### src/hdl/bmp2fb_pkg.sv
// ---------------------------------------------------------------------------
// BMP to framebuffer writer package
// Shared widths, constants and word types of the BMP to framebuffer writer.
// ---------------------------------------------------------------------------
package bmp2fb_pkg;

   localparam int COORD_BITS  = 12;
   localparam int WIDTH_W     = 12;
   localparam int HEIGHT_W    = 12;
   localparam int LINE_W      = 16;
   localparam int DEPTH_W     = 6;
   localparam int CSR_DATA_W  = 16;
   localparam int CSR_INDEX_W = 2;
   localparam int ADDR_W      = 28;
   localparam int PIX_W       = 24;
   localparam int PROD_W      = COORD_BITS + LINE_W;
   localparam int SUM_RAW_W   = PROD_W + 1;
   localparam int SUM_W       = (SUM_RAW_W > ADDR_W) ? SUM_RAW_W : ADDR_W;
   localparam int HDR_W       = 6;
   localparam int REQ_DATA_W  = 8;
   localparam int RSP_DATA_W  = 56;

   localparam logic [HDR_W-1:0]   HEADER_LEN   = HDR_W'(54);
   localparam logic [DEPTH_W-1:0] DEPTH_WIDE   = DEPTH_W'(32);
   localparam logic [DEPTH_W-1:0] DEPTH_NARROW = DEPTH_W'(16);

   localparam logic [CSR_INDEX_W-1:0] REG_IMAGE_WIDTH  = 2'd0;
   localparam logic [CSR_INDEX_W-1:0] REG_IMAGE_HEIGHT = 2'd1;
   localparam logic [CSR_INDEX_W-1:0] REG_LINE_BYTES   = 2'd2;
   localparam logic [CSR_INDEX_W-1:0] REG_PIXEL_DEPTH  = 2'd3;

   localparam logic [1:0] PHASE_BLUE  = 2'd0;
   localparam logic [1:0] PHASE_GREEN = 2'd1;
   localparam logic [1:0] PHASE_RED   = 2'd2;

   typedef struct packed {
      logic [WIDTH_W-1:0]  image_width;
      logic [HEIGHT_W-1:0] image_height;
      logic [LINE_W-1:0]   line_bytes;
      logic [DEPTH_W-1:0]  pixel_depth;
   } cfg_type;

   typedef struct packed {
      logic [7:0] data_byte;
      logic       frame_start;
   } item_type;

   typedef struct packed {
      logic              valid;
      logic [ADDR_W-1:0] write_address;
      logic [PIX_W-1:0]  write_data;
      logic              write_wide;
      logic              image_last;
   } result_type;

endpackage

### src/hdl/bmp2fb_csr.sv
// ---------------------------------------------------------------------------
// BMP to framebuffer configuration registers
// Holds image width, height, line stride and pixel depth.
// ---------------------------------------------------------------------------
module bmp2fb_csr import bmp2fb_pkg::*; (
   input  logic                   clock,
   input  logic                   reset,
   input  logic                   csr_write_enable,
   input  logic [CSR_INDEX_W-1:0] csr_index,
   input  logic [CSR_DATA_W-1:0]  csr_wdata,
   output cfg_type                cfg
);

   cfg_type cfg_ff, cfg_in;

   always_comb begin
      cfg_in = cfg_ff;
      if (csr_write_enable) begin
         unique case (csr_index)
            REG_IMAGE_WIDTH:  cfg_in.image_width  = csr_wdata[WIDTH_W-1:0];
            REG_IMAGE_HEIGHT: cfg_in.image_height = csr_wdata[HEIGHT_W-1:0];
            REG_LINE_BYTES:   cfg_in.line_bytes   = csr_wdata[LINE_W-1:0];
            REG_PIXEL_DEPTH:  cfg_in.pixel_depth  = csr_wdata[DEPTH_W-1:0];
            default:          cfg_in = cfg_ff;
         endcase
      end
   end

   always_ff @(posedge clock) begin
      if (reset) begin
         cfg_ff.image_width  <= WIDTH_W'(800);
         cfg_ff.image_height <= HEIGHT_W'(480);
         cfg_ff.line_bytes   <= LINE_W'(1600);
         cfg_ff.pixel_depth  <= DEPTH_W'(16);
      end else begin
         cfg_ff <= cfg_in;
      end
   end

   assign cfg = cfg_ff;

endmodule

### src/hdl/bmp2fb_in_stage.sv
// ---------------------------------------------------------------------------
// BMP to framebuffer input register
// Registers one incoming file byte and its frame start flag.
// ---------------------------------------------------------------------------
module bmp2fb_in_stage import bmp2fb_pkg::*; (
   input  logic                  clock,
   input  logic                  reset,
   input  logic                  req_tvalid,
   output logic                  req_tready,
   input  logic [REQ_DATA_W-1:0] req_tdata,
   input  logic                  req_tuser,
   input  logic                  take,
   output logic                  item_valid,
   output item_type              item
);

   logic     valid_ff, valid_in;
   item_type item_ff, item_in;
   logic     accept;

   assign req_tready = !valid_ff || take;
   assign accept     = req_tvalid && req_tready;

   always_comb begin
      valid_in = valid_ff;
      item_in  = item_ff;
      if (accept) begin
         valid_in              = 1'b1;
         item_in.data_byte     = req_tdata[7:0];
         item_in.frame_start   = req_tuser;
      end else if (take) begin
         valid_in = 1'b0;
      end
   end

   always_ff @(posedge clock) begin
      if (reset) begin
         valid_ff <= 1'b0;
      end else begin
         valid_ff <= valid_in;
      end
   end

   always_ff @(posedge clock) begin
      item_ff <= item_in;
   end

   assign item_valid = valid_ff;
   assign item       = item_ff;

endmodule

### src/hdl/bmp2fb_parser.sv
// ---------------------------------------------------------------------------
// BMP to framebuffer parser
// Tracks header, padding and pixel counters and forms each framebuffer write.
// ---------------------------------------------------------------------------
module bmp2fb_parser import bmp2fb_pkg::*; (
   input  logic       clock,
   input  logic       reset,
   input  cfg_type    cfg,
   input  logic       step,
   input  item_type   item,
   output result_type result
);

   logic [HDR_W-1:0]      header_count_ff, header_count_in;
   logic [1:0]            byte_phase_ff, byte_phase_in;
   logic [7:0]            saved_blue_ff, saved_blue_in;
   logic [7:0]            saved_green_ff, saved_green_in;
   logic [COORD_BITS-1:0] column_count_ff, column_count_in;
   logic [COORD_BITS-1:0] row_count_ff, row_count_in;
   logic [1:0]            pad_count_ff, pad_count_in;
   logic                  image_done_ff, image_done_in;

   logic [COORD_BITS-1:0] w_eff, h_eff;
   logic [HDR_W-1:0]      hc_cur;
   logic [1:0]            phase_cur, pad_cur;
   logic [COORD_BITS-1:0] col_cur, row_cur;
   logic                  done_cur;
   logic [COORD_BITS:0]   col_next;
   logic                  wide;
   logic [PROD_W-1:0]     row_prod;
   logic [SUM_W-1:0]      col_off, addr_sum;
   logic                  depth_ok;

   assign w_eff = COORD_BITS'(cfg.image_width);
   assign h_eff = COORD_BITS'(cfg.image_height);

   always_comb begin
      hc_cur    = header_count_ff;
      phase_cur = byte_phase_ff;
      col_cur   = column_count_ff;
      pad_cur   = pad_count_ff;
      done_cur  = image_done_ff;
      row_cur   = row_count_ff;
      if (item.frame_start) begin
         hc_cur    = '0;
         phase_cur = PHASE_BLUE;
         col_cur   = '0;
         pad_cur   = '0;
         done_cur  = (w_eff == '0) || (h_eff == '0);
         row_cur   = h_eff - COORD_BITS'(1);
      end
   end

   assign wide     = (cfg.pixel_depth == DEPTH_WIDE);
   assign depth_ok = wide || (cfg.pixel_depth == DEPTH_NARROW);
   assign col_next = {1'b0, col_cur} + (COORD_BITS+1)'(1);
   assign row_prod = PROD_W'(row_cur) * PROD_W'(cfg.line_bytes);
   assign col_off  = wide ? (SUM_W'(col_cur) << 2) : (SUM_W'(col_cur) << 1);
   assign addr_sum = SUM_W'(row_prod) + col_off;

   always_comb begin
      header_count_in = hc_cur;
      byte_phase_in   = phase_cur;
      saved_blue_in   = saved_blue_ff;
      saved_green_in  = saved_green_ff;
      column_count_in = col_cur;
      row_count_in    = row_cur;
      pad_count_in    = pad_cur;
      image_done_in   = done_cur;

      result.valid         = 1'b0;
      result.write_address = addr_sum[ADDR_W-1:0];
      result.write_wide    = wide;
      result.image_last    = 1'b0;
      if (wide) begin
         result.write_data = {item.data_byte, saved_green_ff, saved_blue_ff};
      end else begin
         result.write_data = PIX_W'({item.data_byte[7:3], saved_green_ff[7:2],
                                     saved_blue_ff[7:3]});
      end

      if (done_cur) begin
         image_done_in = 1'b1;
      end else if (hc_cur < HEADER_LEN) begin
         header_count_in = hc_cur + HDR_W'(1);
      end else if (pad_cur != 2'd0) begin
         pad_count_in = pad_cur - 2'd1;
      end else if (phase_cur == PHASE_BLUE) begin
         saved_blue_in = item.data_byte;
         byte_phase_in = PHASE_GREEN;
      end else if (phase_cur == PHASE_GREEN) begin
         saved_green_in = item.data_byte;
         byte_phase_in  = PHASE_RED;
      end else begin
         byte_phase_in = PHASE_BLUE;
         result.valid  = depth_ok;
         if (col_next >= {1'b0, w_eff}) begin
            column_count_in = '0;
            pad_count_in    = w_eff[1:0];
            if (row_cur == '0) begin
               image_done_in     = 1'b1;
               result.image_last = 1'b1;
            end else begin
               row_count_in = row_cur - COORD_BITS'(1);
            end
         end else begin
            column_count_in = col_next[COORD_BITS-1:0];
         end
      end
   end

   always_ff @(posedge clock) begin
      if (reset) begin
         header_count_ff <= '0;
         byte_phase_ff   <= PHASE_BLUE;
         saved_blue_ff   <= '0;
         saved_green_ff  <= '0;
         column_count_ff <= '0;
         row_count_ff    <= '0;
         pad_count_ff    <= '0;
         image_done_ff   <= 1'b1;
      end else if (step) begin
         header_count_ff <= header_count_in;
         byte_phase_ff   <= byte_phase_in;
         saved_blue_ff   <= saved_blue_in;
         saved_green_ff  <= saved_green_in;
         column_count_ff <= column_count_in;
         row_count_ff    <= row_count_in;
         pad_count_ff    <= pad_count_in;
         image_done_ff   <= image_done_in;
      end
   end

   a_phase_legal: assert property (@(posedge clock) disable iff (reset)
      byte_phase_ff != 2'd3)
      else $error("byte phase left the blue, green, red cycle");

   a_header_bound: assert property (@(posedge clock) disable iff (reset)
      header_count_ff <= HEADER_LEN)
      else $error("header count ran past the header length");

   a_last_ends_image: assert property (@(posedge clock) disable iff (reset)
      step && result.valid && result.image_last |=> image_done_ff)
      else $error("image did not end after its final pixel");

   a_pixel_needs_body: assert property (@(posedge clock) disable iff (reset)
      step && result.valid && !item.frame_start |-> header_count_ff == HEADER_LEN)
      else $error("pixel written before the header was skipped");

endmodule

### src/hdl/bmp2fb_out_stage.sv
// ---------------------------------------------------------------------------
// BMP to framebuffer result register
// Holds one framebuffer write until the downstream side takes it.
// ---------------------------------------------------------------------------
module bmp2fb_out_stage import bmp2fb_pkg::*; (
   input  logic                  clock,
   input  logic                  reset,
   input  logic                  load,
   input  result_type            result,
   output logic                  out_free,
   output logic                  rsp_tvalid,
   input  logic                  rsp_tready,
   output logic [RSP_DATA_W-1:0] rsp_tdata,
   output logic                  rsp_tuser,
   output logic                  rsp_tlast
);

   logic       valid_ff, valid_in;
   result_type word_ff, word_in;

   assign out_free = !valid_ff || rsp_tready;

   always_comb begin
      valid_in = valid_ff;
      word_in  = word_ff;
      if (load) begin
         valid_in = result.valid;
         word_in  = result;
      end else if (rsp_tready) begin
         valid_in = 1'b0;
      end
   end

   always_ff @(posedge clock) begin
      if (reset) begin
         valid_ff <= 1'b0;
      end else begin
         valid_ff <= valid_in;
      end
   end

   always_ff @(posedge clock) begin
      word_ff <= word_in;
   end

   assign rsp_tvalid = valid_ff;
   assign rsp_tdata  = {{(RSP_DATA_W-ADDR_W-PIX_W){1'b0}}, word_ff.write_data,
                        word_ff.write_address};
   assign rsp_tuser  = word_ff.write_wide;
   assign rsp_tlast  = word_ff.image_last;

endmodule

### src/hdl/bmp_to_framebuffer_writer.sv
// ---------------------------------------------------------------------------
// BMP to framebuffer writer
// Converts a 24-bit BMP byte stream into framebuffer pixel writes.
// ---------------------------------------------------------------------------
// The block takes one file byte per cycle and issues at most one framebuffer
// write for it, after the byte has passed the input register and then the
// result register. The parser updates all counters in a single step, so the
// sustained rate is one byte per clock whenever the write side keeps
// rsp_tready high; a stalled write holds the pipeline.
// Header bytes, row padding and bytes after the image produce no write.
// Configuration must be written only while no bytes are in flight.
module bmp_to_framebuffer_writer import bmp2fb_pkg::*; (
   input  logic                   clock,
   input  logic                   reset,
   input  logic                   csr_write_enable,
   input  logic [CSR_INDEX_W-1:0] csr_index,
   input  logic [CSR_DATA_W-1:0]  csr_wdata,
   input  logic                   req_tvalid,
   output logic                   req_tready,
   // Fields from bit 0: data_byte[7:0].
   input  logic [REQ_DATA_W-1:0]  req_tdata,
   // Fields from bit 0: frame_start.
   input  logic                   req_tuser,
   output logic                   rsp_tvalid,
   input  logic                   rsp_tready,
   // Fields from bit 0: write_address[27:0], write_data[51:28], zero fill.
   output logic [RSP_DATA_W-1:0]  rsp_tdata,
   // Fields from bit 0: write_wide.
   output logic                   rsp_tuser,
   output logic                   rsp_tlast
);

   cfg_type    cfg;
   item_type   item;
   result_type result;
   logic       item_valid;
   logic       out_free;
   logic       step;

   assign step = item_valid && out_free;

   bmp2fb_csr u_csr (
      .clock            (clock),
      .reset            (reset),
      .csr_write_enable (csr_write_enable),
      .csr_index        (csr_index),
      .csr_wdata        (csr_wdata),
      .cfg              (cfg)
   );

   bmp2fb_in_stage u_in_stage (
      .clock      (clock),
      .reset      (reset),
      .req_tvalid (req_tvalid),
      .req_tready (req_tready),
      .req_tdata  (req_tdata),
      .req_tuser  (req_tuser),
      .take       (step),
      .item_valid (item_valid),
      .item       (item)
   );

   bmp2fb_parser u_parser (
      .clock  (clock),
      .reset  (reset),
      .cfg    (cfg),
      .step   (step),
      .item   (item),
      .result (result)
   );

   bmp2fb_out_stage u_out_stage (
      .clock      (clock),
      .reset      (reset),
      .load       (step),
      .result     (result),
      .out_free   (out_free),
      .rsp_tvalid (rsp_tvalid),
      .rsp_tready (rsp_tready),
      .rsp_tdata  (rsp_tdata),
      .rsp_tuser  (rsp_tuser),
      .rsp_tlast  (rsp_tlast)
   );

endmodule
### config.mk
export PLATFORM = sky130hd
export DESIGN_NAME = bmp_to_framebuffer_writer
export DESIGN_NICKNAME = d
export VERILOG_FILES = /design/src/hdl/bmp2fb_pkg.sv /design/src/hdl/bmp2fb_csr.sv /design/src/hdl/bmp2fb_in_stage.sv /design/src/hdl/bmp2fb_parser.sv /design/src/hdl/bmp2fb_out_stage.sv /design/src/hdl/bmp_to_framebuffer_writer.sv
export SDC_FILE = /design/constraint.sdc
export NUM_CORES = 1
export LEC_CHECK = 0
export ABC_CLOCK_PERIOD_IN_PS = 12800
export BUFFER_PORTS_ARGS = -buffer_cell sky130_fd_sc_hd__clkbuf_2
export CAP_MARGIN = 20
export CORE_MARGIN = 4
export CORE_UTILIZATION = 60
export CTS_CLUSTER_DIAMETER = 60
export DETAILED_ROUTE_END_ITERATION = 10
export PLACE_DENSITY = 0.77
export SLEW_MARGIN = 20
export SYNTH_ARGS = -nofsm -noshare
export SYNTH_HDL_FRONTEND = slang
export SYNTH_SLANG_ARGS = --single-unit
export TNS_END_PERCENT = 20
### constraint.sdc
create_clock -name clock -period 12.8 [get_ports clock]
set_input_delay 1.92 -clock clock [delete_from_list [all_inputs] [get_ports clock]]
set_output_delay 1.92 -clock clock [all_outputs]
set_load 0.01 [all_outputs]
==> impl_results.md <==
- Status: finished clean
- Vias: 10960
- Hold WC Path Type: reg2reg
- Worst hold endpoint: u_csr.cfg[36]
- Dpl ws: 5110 ps
- Hold path start: u_csr.cfg[36]
- Netlist cell types: 70
- Die height: 160 um
- Post-Route WL: ~32000 um
- Pin count of the biggest net entering global routing: 101
- Fin cells: 1920
- Synth Flop Type: dfxtp_1
- RSZ-0062 raised after global routing: false
- Slowest-stage cell, CP: nand3_1
- Reg-to-Reg Start: u_in_stage.item[0]
- CTS Root Cell: clkbuf_16
- Clk_lat worst skew: roughly 440 ps
- Area Overhead vs Synth: 8.97%
- Port-buffer cells: 87
- P_leak: 0.00703 uW
- Worst reg-to-reg path cell count: 22
- Worst Path Required: around 13000 ps
- Register area: 3870 sq um
- CTS tree: done
- Routed Antenna Nets: 0
- Post-synth EDFFs: 63
- Final max-slew violation count: 0
- Rows: 55
- Share of cells above drive strength 1: 0.0960
- Post-DP HPWL: 22900 um
- Crit path cell chain: buf_4 -> inv_1 -> nand2_1 -> nand3_1 -> nand2_1 -> fa_1 -> fa_1 -> inv_1 -> fa_1 -> fa_1 -> inv_1 -> fa_1 -> inv_1 -> ha_1 -> and4_1 -> nor3b_1 -> nand3b_1 -> o21ai_0 -> a21boi_0 -> o41a_1 -> mux2i_1 -> o311ai_0
- Post-CTS sizing: 0
- Drc violations: 0
- Max FO, Critical Path: a little under 70
- Final hold vios: 0
- Max-Slew Margin vs Limit: 0.299
- Initial antenna violation count: 0
- Setup-failing EPs final: 0
- Most used cell along the critical path: fa_1
- Overall routing resource usage: 0.255
- Reg-to-reg critical path endpoint: u_out_stage.rsp_tdata[27]
- Footprint of the multi-input gates: 8920 sq um
- Antenna cells: 0
- Critical path startpoint category: flop
- FILL cells: 1883
- Syn Area/Cell: 8.84 sq um
- Post-synthesis sequential area ratio: 0.279
- GR Overflow Total: 0
- Final Skew: 10.6 ps
- CTS sink cnt: 162
- Worst EP arrival: 7980 ps
- TritonCTS Buffers: 17
- Flops & latches, synth: around 160
- Vias in the first global route: 11059
- Critical path class: reg2reg
- DR iter-0 viols: 903
- Power density cells: 115 nW/um^2
- CTS HTree Levels: 4
- Cts hold-fix bufs: 0
- Clock transition at path regs: 80 ps
- Fin Setup TNS: 0 ps
- Final Core Density: 0.667
- Nets@finish: ~1900
- Drt pass-1 iters: 6
- Setup bufs post-CTS: 0
- Deepest clock path buffer count: 2
- Peak VDD IR: between 0.09 and 0.1 mV
- Setup slack, reg-to-reg: 4980 ps
- Tcrit/Tclk final: 0.611
- Synth warnings: 0
- Core area: 22700 sq um
- CP Capture Type: flop
- WL/cell: 16.4 um
- Max-Cap Viols: 0
- Starting Density: 0.612
- Synth Cell Area: 13900 sq um
- Hold path cells: 2
- Post-synth ARST share: 0
- Final setup margin: around 5000 ps
- Tot Pwr: 1740 uW
- Die area: 25700 sq um
- Boundary Pins: about 90
- Vias per cell: around 5.7
- Max incr delay on CP: roughly 560 ps
- Placed Cells: around 1900
- Final critical-path required period: 7820 ps
- RePlAce Congestion: 0.896
- Global-route wire length before repair: 53700 um
- Mapped Cells: 1573
- Die X: ~160 um
- Peak Freq: 128 MHz
- Slew @ Worst Pin: 1040 ps
## synth_stat cells, drive strengths merged, types with 7 or more instances
cell type	n	area share
nand2	300	0.081
inv	217	0.059
fa	153	0.22
dfxtp	99	0.14
nor2	99	0.027
a21oi	89	0.032
ha	88	0.079
and2	73	0.033
edfxtp	63	0.14
clkbuf	61	0.016
o21ai	36	0.013
xnor2	27	0.017
mux2i	24	0.017
nor3	17	0.0061
nand3	16	0.0058
buf	15	0.0054
nor4	14	0.0083
nand3b	13	0.0070
a211oi	12	0.0068
a21o	12	0.0065
a31oi	11	0.0060
xor2	11	0.0069
nor2b	10	0.0045
a22oi	8	0.0043
nand4	8	0.0036
and3	7	0.0032
nand2b	7	0.0032
o21bai	7	0.0038
or4	7	0.0041
## per-stage QoR
step | cell area [sq um] | hold WS, ps
finish | 15100 | 487
global route | 15100 | 525
CTS | 15100 | 486
detailed placement | 14500 | 475
global placement | 14500 | 462
floorplan | 13900 | 449
## cells in the final DEF, fill, tap and decap left out, drive strengths merged, types with 5 or more instances in the layout
cell type	n
xnor2	27
a21oi	89
a211o	6
a211oi	12
inv	222
nand2	300
or2	6
edfxtp	63
xor2	11
o21bai	7
and4	6
nor2b	10
dfxtp	99
nand4	8
clkbuf	104
clkinv	7
a31oi	11
and3	7
a22oi	8
and2	73
nand2b	7
fa	153
nor4	14
o21ai	36
or3	5
ha	88
nand3b	13
or4	7
nor2	99
mux2i	24
a21o	12
nand3	16
buf	17
nor3	17
## worst max-delay path by stage
stage	cells after the start	slack [ps]	startpoint	end
2_1_floorplan	25	5710	u_csr.cfg[22]	u_out_stage.rsp_tdata[27]
3_3_place_gp	22	5290	u_in_stage.item[0]	u_out_stage.rsp_tdata[27]
3_5_place_dp	22	5110	u_in_stage.item[0]	u_out_stage.rsp_tdata[27]
4_1_cts	22	5090	u_in_stage.item[0]	u_out_stage.rsp_tdata[27]
5_1_grt	22	4540	u_in_stage.item[0]	u_out_stage.rsp_tdata[27]
6_report	22	4980	u_in_stage.item[0]	u_out_stage.rsp_tdata[27]
## routing by layer
metal / track usage / wire length (um)
met1: 0.342 / 13600
met2: 0.422 / 15100
met3: 0.0343 / 1920
met4: 0.102 / 920
met5: 0 / 0
## power breakdown
part / switching [uW] / leakage [uW] / internal, uW
clock network: 255 / 0.000287 / 268
registers: 20.5 / 0.00141 / 591
logic: 356 / 0.00533 / 244
total: 632 / 0.00703 / 1100
## worst max-delay path, delay by kind of cell, from the launching register on
family	cells	cell delay, ps
buf+inv	5	1160
compound gates	4	1350
flops	1	330
simple gates	6	1660
mux	1	150
fa+ha+maj	6	2880
## cell type report
| type | count | area share |
|---|---|---|
| clock buffers | 18 | 0.0290 |
| clock inverters | 14 | 0.0109 |
| multi-input cells | 1121 | 0.589 |
| inverters | 217 | 0.0539 |
| repair buffers | 103 | 0.0380 |
| well taps | 285 | 0.0235 |
| flip-flops and latches | 162 | 0.256 |
## cells by family after synthesis
| kind of cell | share of synthesized area |
|---|---|
| and+or+nand+nor | 0.203 |
| DFF | 0.279 |
| other | 0.000270 |
| AOI/OAI and AO/OA | 0.0963 |
| xor gates and xnor gates | 0.0239 |
| adders and majority gates | 0.300 |
| muxes | 0.0181 |
| buffers and inverters | 0.0805 |
## sequential cells by signal (all words and copies together), names as in the netlist, 2 cells and up
signal and count:
u_parser.saved_green_ff 8, u_csr.cfg 46, u_out_stage.rsp_tdata 52, u_parser.byte_phase_ff 2, u_parser.saved_blue_ff 8, u_parser.header_count_ff 6, u_parser.column_count_ff 12, u_in_stage.item 9
u_parser.row_count_ff 12, u_parser.pad_count_ff 2
No activity file was read; power rests on OpenSTA's default activity.
